[config.mk]
export PLATFORM = sky130hd
export DESIGN_NAME = square_matrix_multiply
export DESIGN_NICKNAME = d
export VERILOG_FILES = /design/src/sv/smm_pkg.sv /design/src/sv/smm_ctrl.sv /design/src/sv/smm_dp.sv /design/src/sv/square_matrix_multiply.sv
export SDC_FILE = /design/constraint.sdc
export NUM_CORES = 2
export LEC_CHECK = 0
export BUFFER_PORTS_ARGS = -buffer_cell sky130_fd_sc_hd__buf_2
export CORE_MARGIN = 2
export CORE_UTILIZATION = 44
export CTS_BUF_LIST = sky130_fd_sc_hd__clkbuf_2 sky130_fd_sc_hd__clkbuf_4 sky130_fd_sc_hd__clkbuf_8
export DETAILED_ROUTE_END_ITERATION = 7
export PLACE_DENSITY_LB_ADDON = 0.25
export SETUP_SLACK_MARGIN = 0.5
export SYNTH_ARGS = -nofsm -noshare
export SYNTH_HDL_FRONTEND = slang
export SYNTH_SLANG_ARGS = --single-unit
[constraint.sdc]
create_clock -name clk -period 6.7 [get_ports clk]
set_clock_uncertainty 0.2 [all_clocks]
set_input_delay 0.67 -clock clk [delete_from_list [all_inputs] [get_ports clk]]
set_output_delay 0.67 -clock clk [all_outputs]
set_load 0.03 [all_outputs]
[src/sv/smm_pkg.sv]
package smm_pkg;

    localparam int DIM    = 4;
    localparam int MAX_N  = (DIM < 4) ? DIM : 4;
    localparam int DATA_W = 32;
    localparam int IDX_W  = 2;
    localparam int SIZE_W = 3;
    localparam int ADDR_W = $clog2(DIM * DIM);

    typedef struct packed {
        logic                     load_second;
        logic [IDX_W-1:0]         row_index;
        logic [IDX_W-1:0]         col_index;
        logic signed [DATA_W-1:0] element_value;
        logic                     start_compute;
    } in_item_t;

    typedef struct packed {
        logic [IDX_W-1:0]         out_row;
        logic [IDX_W-1:0]         out_col;
        logic signed [DATA_W-1:0] product_value;
        logic                     last_entry;
    } out_item_t;

    typedef enum logic [1:0] {
        CTL_IDLE,
        CTL_ISSUE,
        CTL_DRAIN
    } ctl_state_t;

    // command from the sequencer to the datapath
    typedef struct packed {
        logic             wr_en;
        logic             mac_valid;
        logic             first_k;
        logic             last_k;
        logic             final_entry;
        logic [IDX_W-1:0] i;
        logic [IDX_W-1:0] j;
        logic [IDX_W-1:0] k;
    } dp_cmd_t;

    typedef struct packed {
        logic pipe_busy;
    } dp_status_t;

endpackage

[src/sv/smm_ctrl.sv]
module smm_ctrl (
    input  logic                clk,
    input  logic                rst_n,
    input  logic                start,
    input  logic                start_compute,
    input  logic                cfg_we,
    input  logic [2:0]          cfg_data,
    input  smm_pkg::dp_status_t status,
    output smm_pkg::dp_cmd_t    cmd,
    output logic                busy
);
    import smm_pkg::*;

    ctl_state_t        state_reg, state_next;
    logic [SIZE_W-1:0] matrix_size_reg;
    logic [IDX_W-1:0]  i_reg, i_next;
    logic [IDX_W-1:0]  j_reg, j_next;
    logic [IDX_W-1:0]  k_reg, k_next;
    logic [SIZE_W-1:0] n_act;
    logic [SIZE_W-1:0] n_m1;
    logic              accept;
    logic              last_k, last_j, last_i, final_issue;

    assign n_act  = (matrix_size_reg > SIZE_W'(MAX_N)) ? SIZE_W'(MAX_N) : matrix_size_reg;
    assign n_m1   = n_act - SIZE_W'(1);
    assign accept = start && (state_reg == CTL_IDLE);

    assign last_k      = ({1'b0, k_reg} == n_m1);
    assign last_j      = ({1'b0, j_reg} == n_m1);
    assign last_i      = ({1'b0, i_reg} == n_m1);
    assign final_issue = last_i && last_j && last_k;

    always_ff @(posedge clk or negedge rst_n)
    begin
        if (!rst_n)
        begin
            state_reg       <= CTL_IDLE;
            matrix_size_reg <= SIZE_W'(4);
            i_reg           <= '0;
            j_reg           <= '0;
            k_reg           <= '0;
        end
        else
        begin
            state_reg <= state_next;
            i_reg     <= i_next;
            j_reg     <= j_next;
            k_reg     <= k_next;
            if (cfg_we)
            begin
                matrix_size_reg <= cfg_data;
            end
        end
    end

    // next state and loop counters
    always_comb
    begin
        state_next = state_reg;
        i_next     = i_reg;
        j_next     = j_reg;
        k_next     = k_reg;
        case (state_reg)
            CTL_IDLE:
            begin
                i_next = '0;
                j_next = '0;
                k_next = '0;
                if (accept && start_compute && (n_act != '0))
                begin
                    state_next = CTL_ISSUE;
                end
            end
            CTL_ISSUE:
            begin
                if (last_k)
                begin
                    k_next = '0;
                    if (last_j)
                    begin
                        j_next = '0;
                        i_next = i_reg + IDX_W'(1);
                    end
                    else
                    begin
                        j_next = j_reg + IDX_W'(1);
                    end
                end
                else
                begin
                    k_next = k_reg + IDX_W'(1);
                end
                if (final_issue)
                begin
                    state_next = CTL_DRAIN;
                end
            end
            CTL_DRAIN:
            begin
                if (!status.pipe_busy)
                begin
                    state_next = CTL_IDLE;
                end
            end
            default:
            begin
                state_next = CTL_IDLE;
            end
        endcase
    end

    // outputs
    always_comb
    begin
        cmd             = '0;
        cmd.i           = i_reg;
        cmd.j           = j_reg;
        cmd.k           = k_reg;
        cmd.first_k     = (k_reg == '0);
        cmd.last_k      = last_k;
        cmd.final_entry = final_issue;
        busy            = 1'b1;
        case (state_reg)
            CTL_IDLE:
            begin
                busy       = 1'b0;
                cmd.wr_en  = start;
            end
            CTL_ISSUE:
            begin
                cmd.mac_valid = 1'b1;
            end
            CTL_DRAIN:
            begin
                cmd.mac_valid = 1'b0;
            end
            default:
            begin
                cmd.mac_valid = 1'b0;
            end
        endcase
    end

endmodule

[src/sv/smm_dp.sv]
module smm_dp (
    input  logic                clk,
    input  logic                rst_n,
    input  smm_pkg::in_item_t   request,
    input  smm_pkg::dp_cmd_t    cmd,
    output smm_pkg::dp_status_t status,
    output smm_pkg::out_item_t  result,
    output logic                result_valid
);
    import smm_pkg::*;

    logic [DATA_W-1:0] mem_a [DIM*DIM];
    logic [DATA_W-1:0] mem_b [DIM*DIM];

    logic [ADDR_W-1:0] wr_addr, rd_a_addr, rd_b_addr;
    logic              wr_in_range;

    // stage 1: operand read
    logic              v1_reg, first1_reg, last1_reg, final1_reg;
    logic [IDX_W-1:0]  row1_reg, col1_reg;
    logic [DATA_W-1:0] a_rd_reg, b_rd_reg;
    // stage 2: multiply
    logic              v2_reg, first2_reg, last2_reg, final2_reg;
    logic [IDX_W-1:0]  row2_reg, col2_reg;
    logic [DATA_W-1:0] prod_reg, prod_next;
    // stage 3: accumulate
    logic [DATA_W-1:0] acc_reg, acc_next;
    out_item_t         result_reg;
    logic              result_valid_reg;

    assign wr_in_range = (int'(request.row_index) < DIM) && (int'(request.col_index) < DIM);
    assign wr_addr   = ADDR_W'(ADDR_W'(request.row_index) * ADDR_W'(DIM)
                               + ADDR_W'(request.col_index));
    assign rd_a_addr = ADDR_W'(ADDR_W'(cmd.i) * ADDR_W'(DIM) + ADDR_W'(cmd.k));
    assign rd_b_addr = ADDR_W'(ADDR_W'(cmd.k) * ADDR_W'(DIM) + ADDR_W'(cmd.j));

    always_ff @(posedge clk)
    begin
        if (cmd.wr_en && wr_in_range)
        begin
            if (request.load_second)
            begin
                mem_b[wr_addr] <= request.element_value;
            end
            else
            begin
                mem_a[wr_addr] <= request.element_value;
            end
        end
        a_rd_reg <= mem_a[rd_a_addr];
        b_rd_reg <= mem_b[rd_b_addr];
    end

    // low word of the product is the same for signed and unsigned operands
    assign prod_next = a_rd_reg * b_rd_reg;
    assign acc_next  = (first2_reg ? '0 : acc_reg) + prod_reg;

    always_ff @(posedge clk or negedge rst_n)
    begin
        if (!rst_n)
        begin
            v1_reg           <= 1'b0;
            v2_reg           <= 1'b0;
            result_valid_reg <= 1'b0;
        end
        else
        begin
            v1_reg           <= cmd.mac_valid;
            v2_reg           <= v1_reg;
            result_valid_reg <= v2_reg && last2_reg;
        end
    end

    always_ff @(posedge clk)
    begin
        first1_reg <= cmd.first_k;
        last1_reg  <= cmd.last_k;
        final1_reg <= cmd.final_entry;
        row1_reg   <= cmd.i;
        col1_reg   <= cmd.j;

        first2_reg <= first1_reg;
        last2_reg  <= last1_reg;
        final2_reg <= final1_reg;
        row2_reg   <= row1_reg;
        col2_reg   <= col1_reg;
        prod_reg   <= prod_next;

        if (v2_reg)
        begin
            acc_reg <= acc_next;
        end
        if (v2_reg && last2_reg)
        begin
            result_reg.out_row       <= row2_reg;
            result_reg.out_col       <= col2_reg;
            result_reg.product_value <= acc_next;
            result_reg.last_entry    <= final2_reg;
        end
    end

    assign status.pipe_busy = v1_reg || v2_reg;
    assign result           = result_reg;
    assign result_valid     = result_valid_reg;

endmodule

[src/sv/square_matrix_multiply.sv]
// an item that only loads an element leaves busy low
// a compute item holds busy high until every multiply-accumulate has issued and the pipeline
// has drained, one multiply-accumulate per cycle through a shared read/multiply/add pipeline
// a compute item at size zero only stores its element and leaves busy low
// entries come out in row-major order, one per position of the n x n result (n = active size)
// reset clears the sequencer and sets the size to 4; matrix contents are not cleared
// results are strobed for one cycle on result_valid with no backpressure
module square_matrix_multiply (
    input  logic               clk,
    input  logic               rst_n,
    input  logic               start,
    output logic               busy,
    input  smm_pkg::in_item_t  request,
    output smm_pkg::out_item_t result,
    output logic               result_valid,
    input  logic               cfg_we,
    input  logic [2:0]         cfg_data
);
    import smm_pkg::*;

    dp_cmd_t    cmd;
    dp_status_t status;

    smm_ctrl u_ctrl (
        .clk           (clk),
        .rst_n         (rst_n),
        .start         (start),
        .start_compute (request.start_compute),
        .cfg_we        (cfg_we),
        .cfg_data      (cfg_data),
        .status        (status),
        .cmd           (cmd),
        .busy          (busy)
    );

    smm_dp u_dp (
        .clk          (clk),
        .rst_n        (rst_n),
        .request      (request),
        .cmd          (cmd),
        .status       (status),
        .result       (result),
        .result_valid (result_valid)
    );

endmodule

==> summary.md <==
| Metric | Value |
|---|---|
| Setup-failing EPs final | `0` |
| Final Max Tran Viols | `0` |
| Drt pass-1 iters | `5` |
| Worst EP arrival | `between 7 and 8 ns` |
| Drt drc | `0` |
| Crit path buf inv count | `3` |
| Avg WL per Cell | `around 24 um` |
| Critical path fanouts, max | `5` |
| Yosys Warn Count | `0` |
| Number of CTS-inserted buffers | `around 190` |
| Site Rows | `around 140` |
| Flops & latches, synth | `1217` |
| First-pass GRT wire length | `220000 um` |
| Final ANT Viol Nets | `0` |
| CP cell instances | `buf_12 > and2_4 > fa_1 > inv_1 > fa_1 > fa_1 > fa_1 > inv_2 > fa_1 > fa_1 > fa_1 > fa_1 > ha_4 > a21o_1 > a21o_1 > a21oi_2 > nor3b_2 > o211ai_1 > a311oi_2 > o21ai_1 > xnor2_1` |
| Root Driver | `clkbuf_8` |
| Clock Sinks | `about 1200` |
| Setup TNS | `0 ns` |
| Layout Nets | `about 4700` |
| CTS clock-pin slew for the worst setup and hold paths | `0.06 ns` |
| CP Launch Type | `register` |
| Sequential share of the synthesized area | `just under 60%` |
| Critical Path Slowest Stage Cell | `fa_1` |
| Worst setup EP type | `register` |
| Share of cells above drive strength 1 | `between 20% and 30%` |
| CTS max path bufs | `3` |
| HPWL after DPL | `between 90000 and 100000 um` |
| Mapped Nets | `~4300` |
| Post-Syn Area | `roughly 60000 um2` |
| Fin. Hold Viols | `0` |
| Via Count | `roughly 32000` |
| Async SR Flop Fraction | `under 10%` |
| Most frequent CP cell | `fa_1` |
| I/O Buffers | `83` |
| Largest stage delay, worst path | `roughly 0.56 ns` |
| Top Family by Delay on Critical Path | `adder cells` |
| Final Core Density | `between 50% and 60%` |
| CTS tree | `yes` |
| Horiz. Die Dim | `~380 um` |
| Worst Path Required | `7.29 ns` |
| Status | `completed` |
| Crit Path Class | `register to register` |
| Fmax | `151 MHz` |
| Least-Margin Pin Slew | `about 1.2 ns` |
| Dpl ws | `-0.162 ns` |
| Worst setup path start | `u_dp.b_rd_reg[3]$_DFF_P_` |
| Worst hold start | `request[21]` |
| Detailed router's first-iteration violation count | `between 2000 and 3000` |
| H-Tree Depth | `4` |
| Synthesized instance count | `3718` |
| Cell variety after synth | `70` |
| Hold Path Class | `primary input to register` |
| Clk_lat worst skew | `0.96 ns` |
| Initial antenna violation count | `7` |
| Core Box Area | `about 140000 um2` |
| Area grow syn2layout | `15.7%` |
| Vias per cell | `5.36` |
| Crit Reg-Reg Startpoint | `u_dp.b_rd_reg[3]$_DFF_P_` |
| Max cap viols | `0` |
| # fillers | `between 10000 and 15000` |
| Gr ovfl total | `0` |
| GRT Overall Usage | `between 20% and 30%` |
| WHS | `~0.11 ns` |
| RSZ-0062 raised after global routing | `yes` |
| Final worst setup slack | `0.0778 ns` |
| Number of flops mapped to enable cells by yosys | `1093` |
| Pin count of the biggest net entering global routing | `~100` |
| Die Y | `~380 um` |
| Slew headroom | `between 15 and 20%` |
| Vias in the first global route | `34549` |
| Die Area | `between 100000 and 150000 um2` |
| Initial core utilization | `approximately 44%` |
| I/O pin total | `84` |
| Avg Cell Area, Syn | `roughly 16 um2` |
| Tmin final | `approximately 6.6 ns` |
| Routed WL | `roughly 150000 um` |
| Placer's final routability congestion estimate | `roughly 0.86` |
| Final period utilization | `just under 100%` |
| Top FF cell, synth | `edfxtp_1` |
-- cell usage after synthesis, types with 4 or more instances --
library cell  number  share of area [%]
o21a_1            10               0.12
a22o_1             5              0.072
nand2b_1           9              0.092
ha_1             157                3.2
o31ai_1            4              0.049
buf_2             15               0.12
nand4_1            8              0.082
edfxtp_1        1093                 54
dfxtp_1          110                3.6
o21ai_0           19               0.16
nand3_1           15               0.12
nor2b_1           38               0.39
dfrtp_1           13               0.53
nor2_1            74               0.45
and2_1           343                3.5
buf_1             32               0.20
o21bai_1           8              0.098
xor2_1            24               0.34
a21oi_1           45               0.37
clkbuf_1         121               0.74
xnor2_1           89                1.3
o21ai_1           11              0.090
and3_1             6              0.061
mux4_2           320                 12
a21o_1            28               0.34
a211o_1            4              0.057
nand2_1          228                1.4
a211oi_1           6              0.074
nor3_1            13               0.11
inv_1            401                2.5
a31oi_1            6              0.061
fa_1             409                 13
-- per-stage QoR --
step           instances  instance area (um2)
2_1_floorplan       3718                61300
3_3_place_gp        5628                65400
3_5_place_dp        5628                65400
4_1_cts             6040                70300
5_1_grt             6053                70700
6_report            6057                70700
-- worst paths after layout --
check / endpoint / slack (ns) / depth (start not counted)
worst max-delay path: u_dp.prod_reg[31]$_DFF_P_ / 0.08 / 21
min in group asynchronous: u_ctrl.matrix_size_reg[2]$_DFFE_PN1P_ / 0.57 / 3
worst min register to register: u_dp.col2_reg[1]$_DFF_P_ / 0.12 / 0
worst max register to register: u_dp.prod_reg[31]$_DFF_P_ / 0.08 / 21
max in group asynchronous: u_ctrl.k_reg[1]$_DFFE_PN0P_ / 4.55 / 4
worst min-delay path: u_dp.mem_b[15][20]$_DFFE_PP_ / 0.11 / 1
-- cells by family (layout without fill, tap and decap cells) --
logic type | after synthesis | count (layout) | synth area share, %
DFF | 1217 | 1217 | 57.9
and+or+nand+nor | 747 | 747 | 6.38
buffers and inverters | 571 | 1110 | 3.55
adders and majority gates | 566 | 566 | 16.6
muxes | 323 | 323 | 11.8
AOI/OAI and AO/OA | 181 | 181 | 2.09
xor gates and xnor gates | 113 | 113 | 1.62
other | 0 | 6 | 0
-- cell usage in the layout (no fill, tap or decap), drive strengths merged, types with 4 or more instances in the layout --
cell,count
edfxtp,1093
inv,409
fa,409
and2,343
mux4,320
buf,308
clkbuf,276
nand2,228
ha,157
dfxtp,110
xnor2,89
nor2,74
clkinv,69
a21oi,48
nor2b,38
dlygate4sd3,38
o21ai,31
a21o,28
xor2,24
nand3,15
nor3,13
dfrtp,13
o21a,10
nand2b,9
nand4,8
o21bai,8
a31oi,7
a211oi,7
diode,6
and3,6
a22o,5
clkinvlp,5
bufinv,5
o31ai,5
a211o,4
-- routing by layer --
layer	wire length (um)	part of all wire, %	up-vias	global-route usage (%)
met5	0	0	-	0
met4	2510	1.7	0	5.26
met3	9060	6.2	178	3.71
met2	69500	47	972	33.3
met1	65600	45	17203	30.7
li1	-	-	14103	-
-- worst register-to-register path: cells and delay by family (launching register included) --
kind,cells,cell delay (ns)
AO/OA/AOI/OAI,6,1.02
XOR/XNOR,1,0.13
flip-flops,1,0.38
adder cells (fa/ha/maj),9,4.20
buffers and inverters,3,0.24
AND/OR/NAND/NOR,2,0.33
-- area by class of cell --
class,instances,area [um2],area share [%]
flip-flops and latches,1217,35500,50.1
multi-input cells,1930,24400,34.5
clock buffers,274,3350,4.73
repair buffers,348,3040,4.30
well taps,1794,2240,3.17
inverters,402,1510,2.13
clock inverters,86,714,1.01
diodes,6,15.0,0.0212
-- what timing repair did --
| item | CTS | global route |
|---|---|---|
| cloned | 0 | 2 |
| gates resized for setup | 106 | 68 |
| setup endpoints to repair | 16 | 17 |
| buffers inserted | 14 | 9 |
| endpoints found under the hold margin | 935 | 0 |
| hold buffers | 38 | 0 |
| pin swaps | 89 | 50 |
Power is not shown: default switching activity piles up to over one toggle a cycle in this logic, so the estimate is an artifact.
